**config.mk**
```make
export PLATFORM = sky130hd
export DESIGN_NAME = bootloader_frame_receiver
export DESIGN_NICKNAME = d
export VERILOG_FILES = /design/src/design/bfr_pkg.sv /design/src/design/bootloader_frame_receiver.sv /design/src/design/bfr_page_buf.sv /design/src/design/bfr_parser.sv
export SDC_FILE = /design/constraint.sdc
export NUM_CORES = 1
export LEC_CHECK = 0
export BUFFER_PORTS_ARGS = -buffer_cell sky130_fd_sc_hd__buf_2
export CAP_MARGIN = 0
export CORE_MARGIN = 10
export CORE_UTILIZATION = 36
export CTS_CLUSTER_DIAMETER = 30
export DETAILED_ROUTE_END_ITERATION = 16
export GPL_TIMING_DRIVEN = 1
export PLACE_DENSITY = 0.57
export SLEW_MARGIN = 0
export SYNTH_ARGS = -nofsm -noshare
export SYNTH_HDL_FRONTEND = slang
export SYNTH_SLANG_ARGS = --single-unit
export TNS_END_PERCENT = 100
```
**constraint.sdc**
```tcl
create_clock -name clk -period 9.67 [get_ports clk]
set_input_delay 1.934 -clock clk [delete_from_list [all_inputs] [get_ports clk]]
set_output_delay 1.934 -clock clk [all_outputs]
set_load 0.02 [all_outputs]
```
**src/design/bfr_pkg.sv**
```systemverilog
// shared types, constants and the crc-16 step for the bootloader frame receiver
// no dependencies
package bfr_pkg;

	// parser position inside a frame, one-hot
	typedef enum logic [9:0] {
		ST_SYNC0   = 10'b00_0000_0001,
		ST_SYNC1   = 10'b00_0000_0010,
		ST_FLAGS   = 10'b00_0000_0100,
		ST_ADDR    = 10'b00_0000_1000,
		ST_TYPE    = 10'b00_0001_0000,
		ST_SECLEN  = 10'b00_0010_0000,
		ST_LEN     = 10'b00_0100_0000,
		ST_DATA    = 10'b00_1000_0000,
		ST_CRC_HI  = 10'b01_0000_0000,
		ST_CRC_LO  = 10'b10_0000_0000
	} parse_state_t;

	localparam logic [7:0] START_BYTE    = 8'hFF;
	localparam logic [7:0] PAD_BYTE      = 8'hFF;
	localparam logic [7:0] MSG_START     = 8'hF1;
	localparam logic [7:0] MSG_PAGE_NUM  = 8'hF2;
	localparam logic [7:0] MSG_PAGE_DATA = 8'hF3;
	localparam logic [7:0] MSG_END       = 8'hF4;

	localparam logic [15:0] CRC_INIT = 16'hFFFF;
	localparam logic [15:0] CRC_POLY = 16'hA001;

	localparam logic [1:0] STAT_NONE       = 2'd0;
	localparam logic [1:0] STAT_PAGE_READY = 2'd1;
	localparam logic [1:0] STAT_DONE       = 2'd2;

	// page buffer write request
	typedef struct packed {
		logic       en;
		logic [7:0] addr;
		logic [7:0] data;
	} buf_wr_t;

	// one result item
	typedef struct packed {
		logic [1:0] status;
		logic       signal_on;
		logic       error_seen;
		logic [7:0] read_data;
	} result_t;

	// reflected crc-16, one byte
	function automatic logic [15:0] crc16_feed(input logic [15:0] crc, input logic [7:0] b);
		logic [15:0] c;
		c = crc ^ {8'h00, b};
		for (int k = 0; k < 8; k++) begin
			c = c[0] ? ((c >> 1) ^ CRC_POLY) : (c >> 1);
		end
		return c;
	endfunction

endpackage

```
**src/design/bootloader_frame_receiver.sv**
```systemverilog
// top level of the bootloader frame receiver: stream ports, apb registers,
// input register and result register; depends on bfr_pkg, bfr_parser, bfr_page_buf
//
// usage:
//  - slave stream (s_*) takes one request per beat: s_tuser 0 is a serial byte,
//    s_tuser 1 reads one page buffer entry at read_index
//  - frames are FF FF flags addr type seclen len data[len] crc_hi crc_lo, with a
//    reflected crc-16 (0xA001, init 0xFFFF) over header and data
//  - master stream (m_*) returns exactly one result per request, in order:
//    status, signal line level, error flag and the read byte
//  - a request goes from the input register into the result register, which drives
//    m_tdata; throughput is one request per cycle, limited only by m_tready
//  - the input register and the result register decouple the two sides, so a new
//    request is taken while a finished result still waits on the master side
//  - when m_tready stays low the result holds, the input register fills and then
//    s_tready drops until the result is taken
//  - reset clears the parser to wait for the first start byte, the crc to 0xFFFF,
//    page mode, page number, padded length and signal line; version registers read 0
//  - the page buffer has no reset; entries read as 0xFF until a page data frame
//    sets the padded length
//  - version registers must be written over apb only while the block is idle; not enforced
module bootloader_frame_receiver #(
	parameter int PAGE_SIZE = 128
) (
	input  logic        clk,
	input  logic        arst_n,
	// request stream
	input  logic        s_tvalid,
	output logic        s_tready,
	input  logic [31:0] s_tdata,   // rx_byte[7:0], expected_page[23:8], read_index[30:24]
	input  logic        s_tuser,   // kind[0]
	// result stream
	output logic        m_tvalid,
	input  logic        m_tready,
	output logic [15:0] m_tdata,   // status[1:0], signal_on[2], error_seen[3], read_data[11:4]
	// apb configuration
	input  logic        psel,
	input  logic        penable,
	input  logic        pwrite,
	input  logic [2:0]  paddr,
	input  logic [31:0] pwdata,
	output logic [31:0] prdata,
	output logic        pready
);

	// register word index, one word per register
	localparam logic REG_VERSION_MAJOR = 1'b0;
	localparam logic REG_VERSION_MINOR = 1'b1;

	logic              valid_s1;
	logic              kind_s1;
	logic [7:0]        rx_byte_s1;
	logic [15:0]       expected_page_s1;
	logic [6:0]        read_index_s1;
	logic              m_valid_q;
	bfr_pkg::result_t  result_q;
	bfr_pkg::result_t  result;
	bfr_pkg::buf_wr_t  wr;
	logic [7:0]        buf_rdata;
	logic [7:0]        version_major_q;
	logic [7:0]        version_minor_q;
	logic              step;
	logic              s_accept;
	logic              cfg_write;

	// the stage advances when the result register is free or being emptied
	assign step     = valid_s1 && (!m_valid_q || m_tready);
	assign s_tready = !valid_s1 || step;
	assign s_accept = s_tvalid && s_tready;

	always_ff @(posedge clk or negedge arst_n) begin
		if (!arst_n) begin
			valid_s1 <= 1'b0;
		end else if (s_accept) begin
			valid_s1 <= 1'b1;
		end else if (step) begin
			valid_s1 <= 1'b0;
		end
	end

	always_ff @(posedge clk) begin
		if (s_accept) begin
			kind_s1          <= s_tuser;
			rx_byte_s1       <= s_tdata[7:0];
			expected_page_s1 <= s_tdata[23:8];
			read_index_s1    <= s_tdata[30:24];
		end
	end

	// buffer read is issued as the request enters the input register
	bfr_page_buf #(
		.PAGE_SIZE(PAGE_SIZE)
	) u_page_buf (
		.clk      (clk),
		.rd_en    (s_accept),
		.rd_index (s_tdata[30:24]),
		.wr       (wr),
		.rdata    (buf_rdata)
	);

	bfr_parser #(
		.PAGE_SIZE(PAGE_SIZE)
	) u_parser (
		.clk           (clk),
		.arst_n        (arst_n),
		.step          (step),
		.kind          (kind_s1),
		.rx_byte       (rx_byte_s1),
		.expected_page (expected_page_s1),
		.read_index    (read_index_s1),
		.version_major (version_major_q),
		.version_minor (version_minor_q),
		.buf_rdata     (buf_rdata),
		.wr            (wr),
		.result        (result)
	);

	// result register
	always_ff @(posedge clk or negedge arst_n) begin
		if (!arst_n) begin
			m_valid_q <= 1'b0;
		end else if (step) begin
			m_valid_q <= 1'b1;
		end else if (m_tready) begin
			m_valid_q <= 1'b0;
		end
	end

	always_ff @(posedge clk) begin
		if (step) begin
			result_q <= result;
		end
	end

	assign m_tvalid = m_valid_q;
	assign m_tdata  = {4'h0, result_q.read_data, result_q.error_seen, result_q.signal_on,
		result_q.status};

	// configuration registers
	assign pready    = 1'b1;
	assign cfg_write = psel && penable && pwrite && pready;

	always_ff @(posedge clk or negedge arst_n) begin
		if (!arst_n) begin
			version_major_q <= 8'h00;
			version_minor_q <= 8'h00;
		end else if (cfg_write) begin
			case (paddr[2])
				REG_VERSION_MAJOR: begin
					version_major_q <= pwdata[7:0];
				end
				REG_VERSION_MINOR: begin
					version_minor_q <= pwdata[7:0];
				end
				default: begin
				end
			endcase
		end
	end

	always_comb begin
		case (paddr[2])
			REG_VERSION_MAJOR: begin
				prdata = {24'h000000, version_major_q};
			end
			REG_VERSION_MINOR: begin
				prdata = {24'h000000, version_minor_q};
			end
			default: begin
				prdata = 32'h0000_0000;
			end
		endcase
	end

endmodule

```
**src/design/bfr_page_buf.sv**
```systemverilog
// page buffer memory: one write port, one registered read port with write forwarding
// depends on bfr_pkg
module bfr_page_buf #(
	parameter int PAGE_SIZE = 128
) (
	input  logic            clk,
	input  logic            rd_en,
	input  logic [6:0]      rd_index,
	input  bfr_pkg::buf_wr_t wr,
	output logic [7:0]      rdata
);

	localparam int AW = $clog2(PAGE_SIZE);

	logic [7:0]    mem [PAGE_SIZE];
	logic [7:0]    rdata_q;
	logic [8:0]    idx_ext;
	logic [AW-1:0] ra;
	logic [AW-1:0] wa;

	assign idx_ext = {2'b00, rd_index};
	assign ra      = idx_ext[AW-1:0];
	assign wa      = wr.addr[AW-1:0];

	always_ff @(posedge clk) begin
		if (wr.en) begin
			mem[wa] <= wr.data;
		end
	end

	// a write in the same cycle to the same entry wins
	always_ff @(posedge clk) begin
		if (rd_en) begin
			if (wr.en && (wa == ra)) begin
				rdata_q <= wr.data;
			end else begin
				rdata_q <= mem[ra];
			end
		end
	end

	assign rdata = rdata_q;

endmodule

```
**src/design/bfr_parser.sv**
```systemverilog
// frame parser: position tracking, crc check, message actions and read-out select
// depends on bfr_pkg
module bfr_parser #(
	parameter int PAGE_SIZE = 128
) (
	input  logic             clk,
	input  logic             arst_n,
	input  logic             step,
	input  logic             kind,
	input  logic [7:0]       rx_byte,
	input  logic [15:0]      expected_page,
	input  logic [6:0]       read_index,
	input  logic [7:0]       version_major,
	input  logic [7:0]       version_minor,
	input  logic [7:0]       buf_rdata,
	output bfr_pkg::buf_wr_t wr,
	output bfr_pkg::result_t result
);

	localparam logic [8:0] PAGE_LIMIT = 9'(PAGE_SIZE);

	bfr_pkg::parse_state_t state_q, state_n;
	logic [7:0]  msg_type_q, msg_type_n;
	logic [7:0]  msg_len_q, msg_len_n;
	logic [7:0]  data_cnt_q, data_cnt_n;
	logic [15:0] crc_q, crc_n;
	logic [7:0]  crc_hi_q, crc_hi_n;
	logic        pages_en_q, pages_en_n;
	logic [7:0]  upcoming_q, upcoming_n;
	logic [7:0]  padded_q, padded_n;
	logic        signal_q, signal_n;
	// copies of buffer entries 0 and 1 for the start and page number actions
	logic [7:0]  first_q, first_n;
	logic [7:0]  second_q, second_n;
	logic        err;
	logic [1:0]  status;
	logic [7:0]  rd;
	logic [15:0] crc_fed;
	logic [15:0] crc_got;

	assign crc_fed = bfr_pkg::crc16_feed(crc_q, rx_byte);
	assign crc_got = {crc_hi_q, rx_byte};

	always_comb begin
		state_n    = state_q;
		msg_type_n = msg_type_q;
		msg_len_n  = msg_len_q;
		data_cnt_n = data_cnt_q;
		crc_n      = crc_q;
		crc_hi_n   = crc_hi_q;
		pages_en_n = pages_en_q;
		upcoming_n = upcoming_q;
		padded_n   = padded_q;
		signal_n   = signal_q;
		first_n    = first_q;
		second_n   = second_q;
		err        = 1'b0;
		status     = bfr_pkg::STAT_NONE;
		rd         = 8'h00;
		wr.en      = 1'b0;
		wr.addr    = data_cnt_q;
		wr.data    = rx_byte;

		if (kind) begin
			if (({1'b0, read_index} < padded_q) && ({2'b00, read_index} < PAGE_LIMIT)) begin
				rd = buf_rdata;
			end else begin
				rd = bfr_pkg::PAD_BYTE;
			end
		end else begin
			case (state_q)
				bfr_pkg::ST_SYNC0, bfr_pkg::ST_SYNC1: begin
					if (rx_byte == bfr_pkg::START_BYTE) begin
						state_n = (state_q == bfr_pkg::ST_SYNC0) ? bfr_pkg::ST_SYNC1
							: bfr_pkg::ST_FLAGS;
					end else begin
						err = 1'b1;
						if (pages_en_q) begin
							signal_n   = 1'b1;
							upcoming_n = 8'h00;
						end
						state_n   = bfr_pkg::ST_SYNC0;
						crc_n     = bfr_pkg::CRC_INIT;
						msg_len_n = 8'h00;
						data_cnt_n = 8'h00;
					end
				end
				bfr_pkg::ST_FLAGS: begin
					crc_n   = crc_fed;
					state_n = bfr_pkg::ST_ADDR;
				end
				bfr_pkg::ST_ADDR: begin
					crc_n   = crc_fed;
					state_n = bfr_pkg::ST_TYPE;
				end
				bfr_pkg::ST_TYPE: begin
					crc_n      = crc_fed;
					msg_type_n = rx_byte;
					state_n    = bfr_pkg::ST_SECLEN;
				end
				bfr_pkg::ST_SECLEN: begin
					crc_n   = crc_fed;
					state_n = bfr_pkg::ST_LEN;
				end
				bfr_pkg::ST_LEN: begin
					crc_n      = crc_fed;
					msg_len_n  = rx_byte;
					data_cnt_n = 8'h00;
					state_n    = (rx_byte != 8'h00) ? bfr_pkg::ST_DATA : bfr_pkg::ST_CRC_HI;
				end
				bfr_pkg::ST_DATA: begin
					crc_n = crc_fed;
					// bytes past the page still go into the crc
					if ({1'b0, data_cnt_q} < PAGE_LIMIT) begin
						wr.en = step;
						if (data_cnt_q == 8'd0) begin
							first_n = rx_byte;
						end
						if (data_cnt_q == 8'd1) begin
							second_n = rx_byte;
						end
					end
					data_cnt_n = data_cnt_q + 8'd1;
					if (data_cnt_n >= msg_len_q) begin
						state_n = bfr_pkg::ST_CRC_HI;
					end
				end
				bfr_pkg::ST_CRC_HI: begin
					crc_hi_n = rx_byte;
					state_n  = bfr_pkg::ST_CRC_LO;
				end
				bfr_pkg::ST_CRC_LO: begin
					if (crc_got != crc_q) begin
						err = 1'b1;
						if (pages_en_q) begin
							signal_n   = 1'b1;
							upcoming_n = 8'h00;
						end
					end else if (msg_type_q == bfr_pkg::MSG_START) begin
						signal_n   = 1'b0;
						pages_en_n = !((msg_len_q == 8'd2) && (first_q == version_major)
							&& (second_q == version_minor));
					end else if (msg_type_q == bfr_pkg::MSG_END) begin
						pages_en_n = 1'b0;
						status     = bfr_pkg::STAT_DONE;
					end else if (pages_en_q) begin
						if (msg_type_q == bfr_pkg::MSG_PAGE_NUM) begin
							upcoming_n = first_q;
						end else if (msg_type_q == bfr_pkg::MSG_PAGE_DATA) begin
							if (({1'b0, msg_len_q} > PAGE_LIMIT)
								|| ({8'h00, upcoming_q} != expected_page)) begin
								err        = 1'b1;
								signal_n   = 1'b1;
								upcoming_n = 8'h00;
							end else begin
								padded_n = msg_len_q;
								signal_n = 1'b0;
								status   = bfr_pkg::STAT_PAGE_READY;
							end
						end
					end
					state_n    = bfr_pkg::ST_SYNC0;
					crc_n      = bfr_pkg::CRC_INIT;
					msg_len_n  = 8'h00;
					data_cnt_n = 8'h00;
				end
				default: begin
					state_n    = bfr_pkg::ST_SYNC0;
					crc_n      = bfr_pkg::CRC_INIT;
					msg_len_n  = 8'h00;
					data_cnt_n = 8'h00;
				end
			endcase
		end

		result.status     = status;
		result.signal_on  = signal_n;
		result.error_seen = err;
		result.read_data  = rd;
	end

	always_ff @(posedge clk or negedge arst_n) begin
		if (!arst_n) begin
			state_q    <= bfr_pkg::ST_SYNC0;
			msg_type_q <= 8'h00;
			msg_len_q  <= 8'h00;
			data_cnt_q <= 8'h00;
			crc_q      <= bfr_pkg::CRC_INIT;
			crc_hi_q   <= 8'h00;
			pages_en_q <= 1'b0;
			upcoming_q <= 8'h00;
			padded_q   <= 8'h00;
			signal_q   <= 1'b0;
		end else if (step) begin
			state_q    <= state_n;
			msg_type_q <= msg_type_n;
			msg_len_q  <= msg_len_n;
			data_cnt_q <= data_cnt_n;
			crc_q      <= crc_n;
			crc_hi_q   <= crc_hi_n;
			pages_en_q <= pages_en_n;
			upcoming_q <= upcoming_n;
			padded_q   <= padded_n;
			signal_q   <= signal_n;
		end
	end

	always_ff @(posedge clk) begin
		if (step) begin
			first_q  <= first_n;
			second_q <= second_n;
		end
	end

endmodule

```
==> results.json, run 1 <==
{
  "status": "complete, no violations",
  "seqCellArea_sq_um": 35170,
  "detail_route.first_pass.iterations": 6,
  "totalPowerFinal_mw": 13.91,
  "multi_input_area_sq_um": 11880,
  "grt_pass1_wl_mm": 177.8,
  "fmax_mhz": 184.6,
  "cp_slowest_cell": "nor4_1",
  "cts_root_buf": "clkbuf_16",
  "cts.reportedPaths.clkPinSlew_ps": 40,
  "cts_sinks": 1186,
  "crit_path_max_fanout": 35,
  "syn_inst": 2573,
  "antenna_found_initial": 3,
  "grt_max_degree": 98,
  "arrival_ps": 5930,
  "async_flop_share_pct": 7.926,
  "hold_violations": 0,
  "drt_iter0_drc": 2439,
  "clock_latency_ps": 810,
  "synth_area_leader_cell": "edfxtp_1",
  "final_nets": 2863,
  "syn_area_sq_um": 47810,
  "area_delta_synth_final_pct": 20.43,
  "overflow": 0,
  "fp.dieH_um": 384.4,
  "finalSetupViolCount": 0,
  "critPathKind": "input pin to register",
  "crit_path_max_incr_delay_ps": 690,
  "tns_ps": 0,
  "cts.path.max_buffers": 3,
  "peakVddDrop_mv": 0.1633,
  "synth_edf_count": 1092,
  "synth_cell_types": 70,
  "required_ps": 10180,
  "r2r_cells": 7,
  "cts_resized": 0,
  "die-area_sq_um": 147800,
  "io_pins": 126,
  "postCtsHoldBufs": 0,
  "cts_buffers": 217,
  "cp_num_buf_inv": 2,
  "ant_nets": 0,
  "dpl.hpwl_mm": 72.52,
  "cts_setup_buffers": 0,
  "drcViolationCount": 0,
  "totalWireLength_mm": 121.0,
  "core-area_sq_um": 131800,
  "grt_pass1_vias": 26286,
  "grt_usage_pct": 16.21,
  "vias_per_cell": 5.377,
  "drv_cap": 0,
  "die_w_um": 384.4,
  "powerDensity_nw_per_um2": 241.6,
  "setup_ws_ps": 4253,
  "fillers": 11293,
  "rows": 133,
  "placedCellCount": 4303,
  "synthFlopType": "edfxtp_1",
  "place_area_sq_um": 50050,
  "crit_path_end_kind": "register",
  "layout-drive-gt1-share_pct": 28.85,
  "post-route-period-util_pct": 56.02,
  "finalClockSkew_ps": 29.51,
  "synth_area_leaders": "edfxtp_1, mux4_2, dfrtp_1, mux2_2, nor2_1",
  "worst_pin_slew_ps": 1286,
  "yosys_register_bits": 1186,
  "slew_headroom_pct": 13.89,
  "period_minus_slack_ps": 5417,
  "vias": 25354,
  "syn_avg_cell_area_sq_um": 18.58,
  "holdPathStages": 1,
  "critPathTopFamily": "compound AO/OA/AOI/OAI gates",
  "seq_area_frac_synth_pct": 73.54,
  "p_leak_nw": 19.13,
  "place.gp.congestion": 0.8060,
  "rsz0062_at_grt": "no",
  "slew_violations": 0,
  "wire_per_inst_um": 25.66,
  "place_ws_ps": 3622,
  "hp-class": "register to register",
  "finalInstanceArea_sq_um": 57580,
  "worstSetupStartpointType": "input pin",
  "port_buffers": 69,
  "fin_cells": 4715,
  "ys_warn_count": 0,
  "r2r_slack_ps": 5100,
  "post-synth-top-area-fraction_pct": 68.58,
  "cp_cell_sequence": "buf_4 -> buf_4 -> nand2b_1 -> o22ai_1 -> o31ai_1 -> a211oi_1 -> nor4_1 -> a211oi_1 -> a31oi_1",
  "path_depth": 9,
  "h-tree-depth": 4,
  "start_util_pct": 36.28,
  "cts_tree": "done"
}
[metrics by stage]
stage          hold WS [ps]  util (%)
6_report              504.7     43.69
4_1_cts               509.2     43.69
3_5_place_dp          499.3     37.97
2_1_floorplan         479.6         -
3_3_place_gp          493.4     37.97
5_1_grt               521.5     43.69
[report_power, final]
part	internal [mW]	total [mW]	switching, mW
sequential	5.66	5.69	0.0257
clock	4.90	7.61	2.71
combinational	0.215	0.615	0.400
total	10.8	13.9	3.13
[sequential cells by signal, indices dropped and copies added, names as in the netlist, 10 cells and up]
register	cells
u_parser.crc_q	16
u_parser.state_q	10
expected_page_s1	16
u_page_buf.mem	1024
m_tdata	12
[metal layers]
metal / wire length (um) / up-vias / track usage (%)
li1: - / 10790 / -
met1: 50260 / 13280 / 21.60
met2: 57400 / 1074 / 25.54
met3: 9982 / 210 / 4.141
met4: 3350 / 0 / 5.976
met5: 0 / - / 0
[layout by cell type (no fill, tap or decap), types with 18 or more instances in the layout]
master	synthesis	routed
edfxtp_1	1092	1092
mux4_2	232	232
clkbuf_16	0	218
nor2_1	196	196
mux2_2	100	100
nand2_1	91	91
dfrtp_1	77	77
buf_2	30	65
mux2i_1	62	62
a21oi_1	47	47
o21ai_0	41	41
xnor2_1	40	40
o22ai_1	39	39
buf_4	44	39
inv_6	0	34
nand2b_1	29	29
conb_1	2	29
clkinv_2	0	29
xor2_1	28	28
nor3_1	27	27
bufinv_16	0	26
inv_1	23	23
nand3_1	26	23
clkinv_4	0	23
clkinv_1	0	23
clkinvlp_4	0	22
ha_1	21	21
nor2b_1	18	18
a31oi_1	18	18
[cells by family (layout without fill, tap and decap cells)]
| family | after synthesis | count (layout) | synth area share [%] |
|---|---|---|---|
| XOR/XNOR | 68 | 68 | 1.246 |
| adder cells (fa/ha/maj) | 21 | 21 | 0.5495 |
| AND/OR/NAND/NOR | 469 | 469 | 4.687 |
| multiplexers | 396 | 396 | 14.63 |
| buffers and inverters | 187 | 544 | 1.908 |
| AO/OA/AOI/OAI | 244 | 244 | 3.423 |
| flip-flops | 1186 | 1186 | 73.54 |
| other | 2 | 32 | 0.01571 |
[layout make-up]
class | instances | share of cell area, %
clock buffers | 237 | 9.632
repair buffers | 109 | 1.230
inverters | 26 | 0.1695
clock inverters | 172 | 3.437
flip-flops and latches | 1186 | 61.07
well taps | 1755 | 3.813
diodes | 3 | 0.01304
multi-input cells | 1227 | 20.64
[worst paths after layout]
kind	start	endpoint
setup / recovery	s_tdata[26]	u_page_buf.rdata[4]
hold / removal	u_parser.padded_q[0]	u_parser.padded_q[0]
setup reg to reg	u_parser.state_q[3]	u_page_buf.mem[9][7]
hold reg to reg	u_parser.padded_q[0]	u_parser.padded_q[0]
max in group asynchronous	arst_n	u_parser.padded_q[6]
min in group asynchronous	arst_n	u_parser.upcoming_q[0]
[synthesized netlist by cell type (7+ instances only)]
cell / count
o22ai_1: 39
nor3_1: 27
dfstp_2: 17
o21ai_0: 41
o311a_1: 8
clkbuf_1: 68
nor2b_1: 18
a31oi_1: 18
and2_1: 9
mux2_2: 100
inv_1: 23
mux4_2: 232
a22oi_1: 14
nand2b_1: 29
ha_1: 21
nor2_1: 196
mux2i_1: 62
a22o_1: 10
nor4_1: 13
buf_4: 44
a21oi_1: 47
o221ai_1: 10
xor2_1: 28
nand4_1: 17
nand3_1: 26
xnor2_1: 40
or3_1: 7
buf_1: 18
buf_2: 30
dfrtp_1: 77
a211oi_1: 15
o31ai_1: 7
edfxtp_1: 1092
nand2_1: 91
No activity file was read; power rests on OpenSTA's default activity.
==> run 2, diff against run 1 <==
--- a/config.mk
+++ b/config.mk
@@ -12,7 +12,7 @@
 export CTS_CLUSTER_DIAMETER = 30
 export DETAILED_ROUTE_END_ITERATION = 16
 export GPL_TIMING_DRIVEN = 1
-export PLACE_DENSITY = 0.57
+export PLACE_DENSITY = 0.59
 export SLEW_MARGIN = 0
 export SYNTH_ARGS = -nofsm -noshare
 export SYNTH_HDL_FRONTEND = slang
==> constraint.sdc (replaced) <==
create_clock -name clk -period 4.9 [get_ports clk]
set_input_delay 0.98 -clock clk [delete_from_list [all_inputs] [get_ports clk]]
set_output_delay 0.98 -clock clk [all_outputs]
set_load 0.02 [all_outputs]
==> run 2 against run 1 <==
Compared with the run above:
- register-to-register slack got worse by 4000 ps
- clock-buffer cell count shrank 14
- setup slack worse by 3200 ps
- clock skew increased by 8.8 ps
==> results.json, run 2 (synthesis results as in run 1) <==
{
  "start_util_pct": 36.28,
  "fillers": 11193,
  "grt_pass1_wl_mm": 178.9,
  "path_depth": 7,
  "drt_iter0_drc": 2712,
  "post-route-period-util_pct": 78.43,
  "final_common_cell": "edfxtp_1",
  "drcViolationCount": 0,
  "core-area_sq_um": 131800,
  "largest-register": "u_page_buf.mem",
  "wire_per_inst_um": 25.23,
  "ant_nets": 0,
  "detail_route.first_pass.iterations": 5,
  "seqCellArea_sq_um": 35170,
  "h-tree-depth": 4,
  "crit_path_max_incr_delay_ps": 750,
  "cts_sinks": 1186,
  "cp_cell_sequence": "nor4_4 -> nand3_2 -> nand3b_4 -> or3_1 -> nor3_4 -> nand2_1 -> nor2_1",
  "cp_slowest_cell": "nor2_1",
  "place_ws_ps": 789.8,
  "drv_cap": 0,
  "cp_num_buf_inv": 0,
  "critPathTopFamily": "simple AND/OR/NAND/NOR gates",
  "place.gp.congestion": 0.8566,
  "cts_root_buf": "clkbuf_16",
  "p_leak_nw": 19.49,
  "port_buffers": 69,
  "place_area_sq_um": 50910,
  "required_ps": 5310,
  "placedCellCount": 4408,
  "peakVddDrop_mv": 0.2815,
  "clock_latency_ps": 800,
  "largestRegisters": "u_page_buf.mem (1024), expected_page_s1 (16), u_parser.crc_q (16)",
  "final_cell_mix": "edfxtp_1, mux4_2, clkbuf_16",
  "multi_input_area_sq_um": 11880,
  "num_antenna_cells": 0,
  "overflow": 0,
  "io_pins": 126,
  "totalPowerFinal_mw": 26.84,
  "fin_util_pct": 44.04,
  "crit_path_max_fanout": 12,
  "vias": 25511,
  "reg2reg_to": "u_page_buf.mem[6][4]",
  "dpl.hpwl_mm": 75.42,
  "postCtsHoldBufs": 0,
  "rsz0062_at_grt": "no",
  "tns_ps": 0,
  "holdWs_ps": 273.1,
  "worstSetupStartpointType": "register",
  "critPathKind": "register to register",
  "powerDensity_nw_per_um2": 462.4,
  "cts_setup_buffers": 0,
  "vias_per_cell": 5.324,
  "grt_usage_pct": 16.23,
  "status": "complete, no violations",
  "fp.dieH_um": 384.4,
  "grt_pass1_vias": 26537,
  "slew_violations": 0,
  "fin_cells": 4792,
  "grt_max_degree": 96,
  "die_w_um": 384.4,
  "slew_headroom_pct": 23.14,
  "cts.reportedPaths.clkPinSlew_ps": 50,
  "finalInstanceArea_sq_um": 58040,
  "cts_resized": 0,
  "fmax_mhz": 260.2,
  "antenna_found_initial": 1,
  "cts.path.max_buffers": 3,
  "hold_violations": 0,
  "crit_path_end_kind": "register",
  "finalSetupViolCount": 0,
  "period_minus_slack_ps": 3843,
  "totalWireLength_mm": 120.9,
  "setup_ws_ps": 1057,
  "hp-class": "input pin to asynchronous set/reset pin",
  "r2r_cells": 7,
  "cts_buffers": 203,
  "arrival_ps": 4250,
  "rows": 133,
  "final_nets": 2954,
  "layout-drive-gt1-share_pct": 30.79,
  "worst_pin_slew_ps": 1153,
  "finalClockSkew_ps": 38.33,
  "area_delta_synth_final_pct": 21.39,
  "cts_tree": "done",
  "largest_reg_flops": 1024,
  "reg2reg_from": "u_parser.state_q[3]",
  "die-area_sq_um": 147800,
  "r2r_slack_ps": 1060
}
==> run 2: layout make-up <==
cell class / instances / share of cell area, %
clock buffers: 223 / 8.972
clock inverters: 161 / 3.318
inverters: 26 / 0.1681
multi-input cells: 1227 / 20.46
flip-flops and latches: 1186 / 60.59
well taps: 1755 / 3.783
repair buffers: 214 / 2.708
==> run 2: worst max-delay path by stage <==
stage / end / slack [ps] / from
after detailed placement: u_page_buf.rdata[5] / 790 / s_tdata[25]
after floorplan: u_parser.padded_q[1] / 1000 / rx_byte_s1[0]
after global placement: u_page_buf.rdata[5] / 800 / s_tdata[25]
after global routing: u_page_buf.mem[9][6] / 890 / u_parser.state_q[3]
final: u_page_buf.mem[6][4] / 1060 / u_parser.state_q[3]
after CTS: u_page_buf.mem[6][0] / 1090 / u_parser.state_q[3]
==> run 2: layer usage <==
metal  GRT usage [%]  up-vias  share of wire (%)  routed length, um
li1                -    10918                  -                  -
met1           21.44    13338                 41              49220
met2           26.26     1070                 48              58580
met3           4.421      183                8.8              10600
met4           4.562        2                2.1               2487
met5               0        -              0.011                 13
==> run 2: power by group <==
group          switching, mW  internal, mW  total (mW)
logic                  0.785         0.443        1.23
registers             0.0612          11.2        11.2
clock network           5.19          9.19        14.4
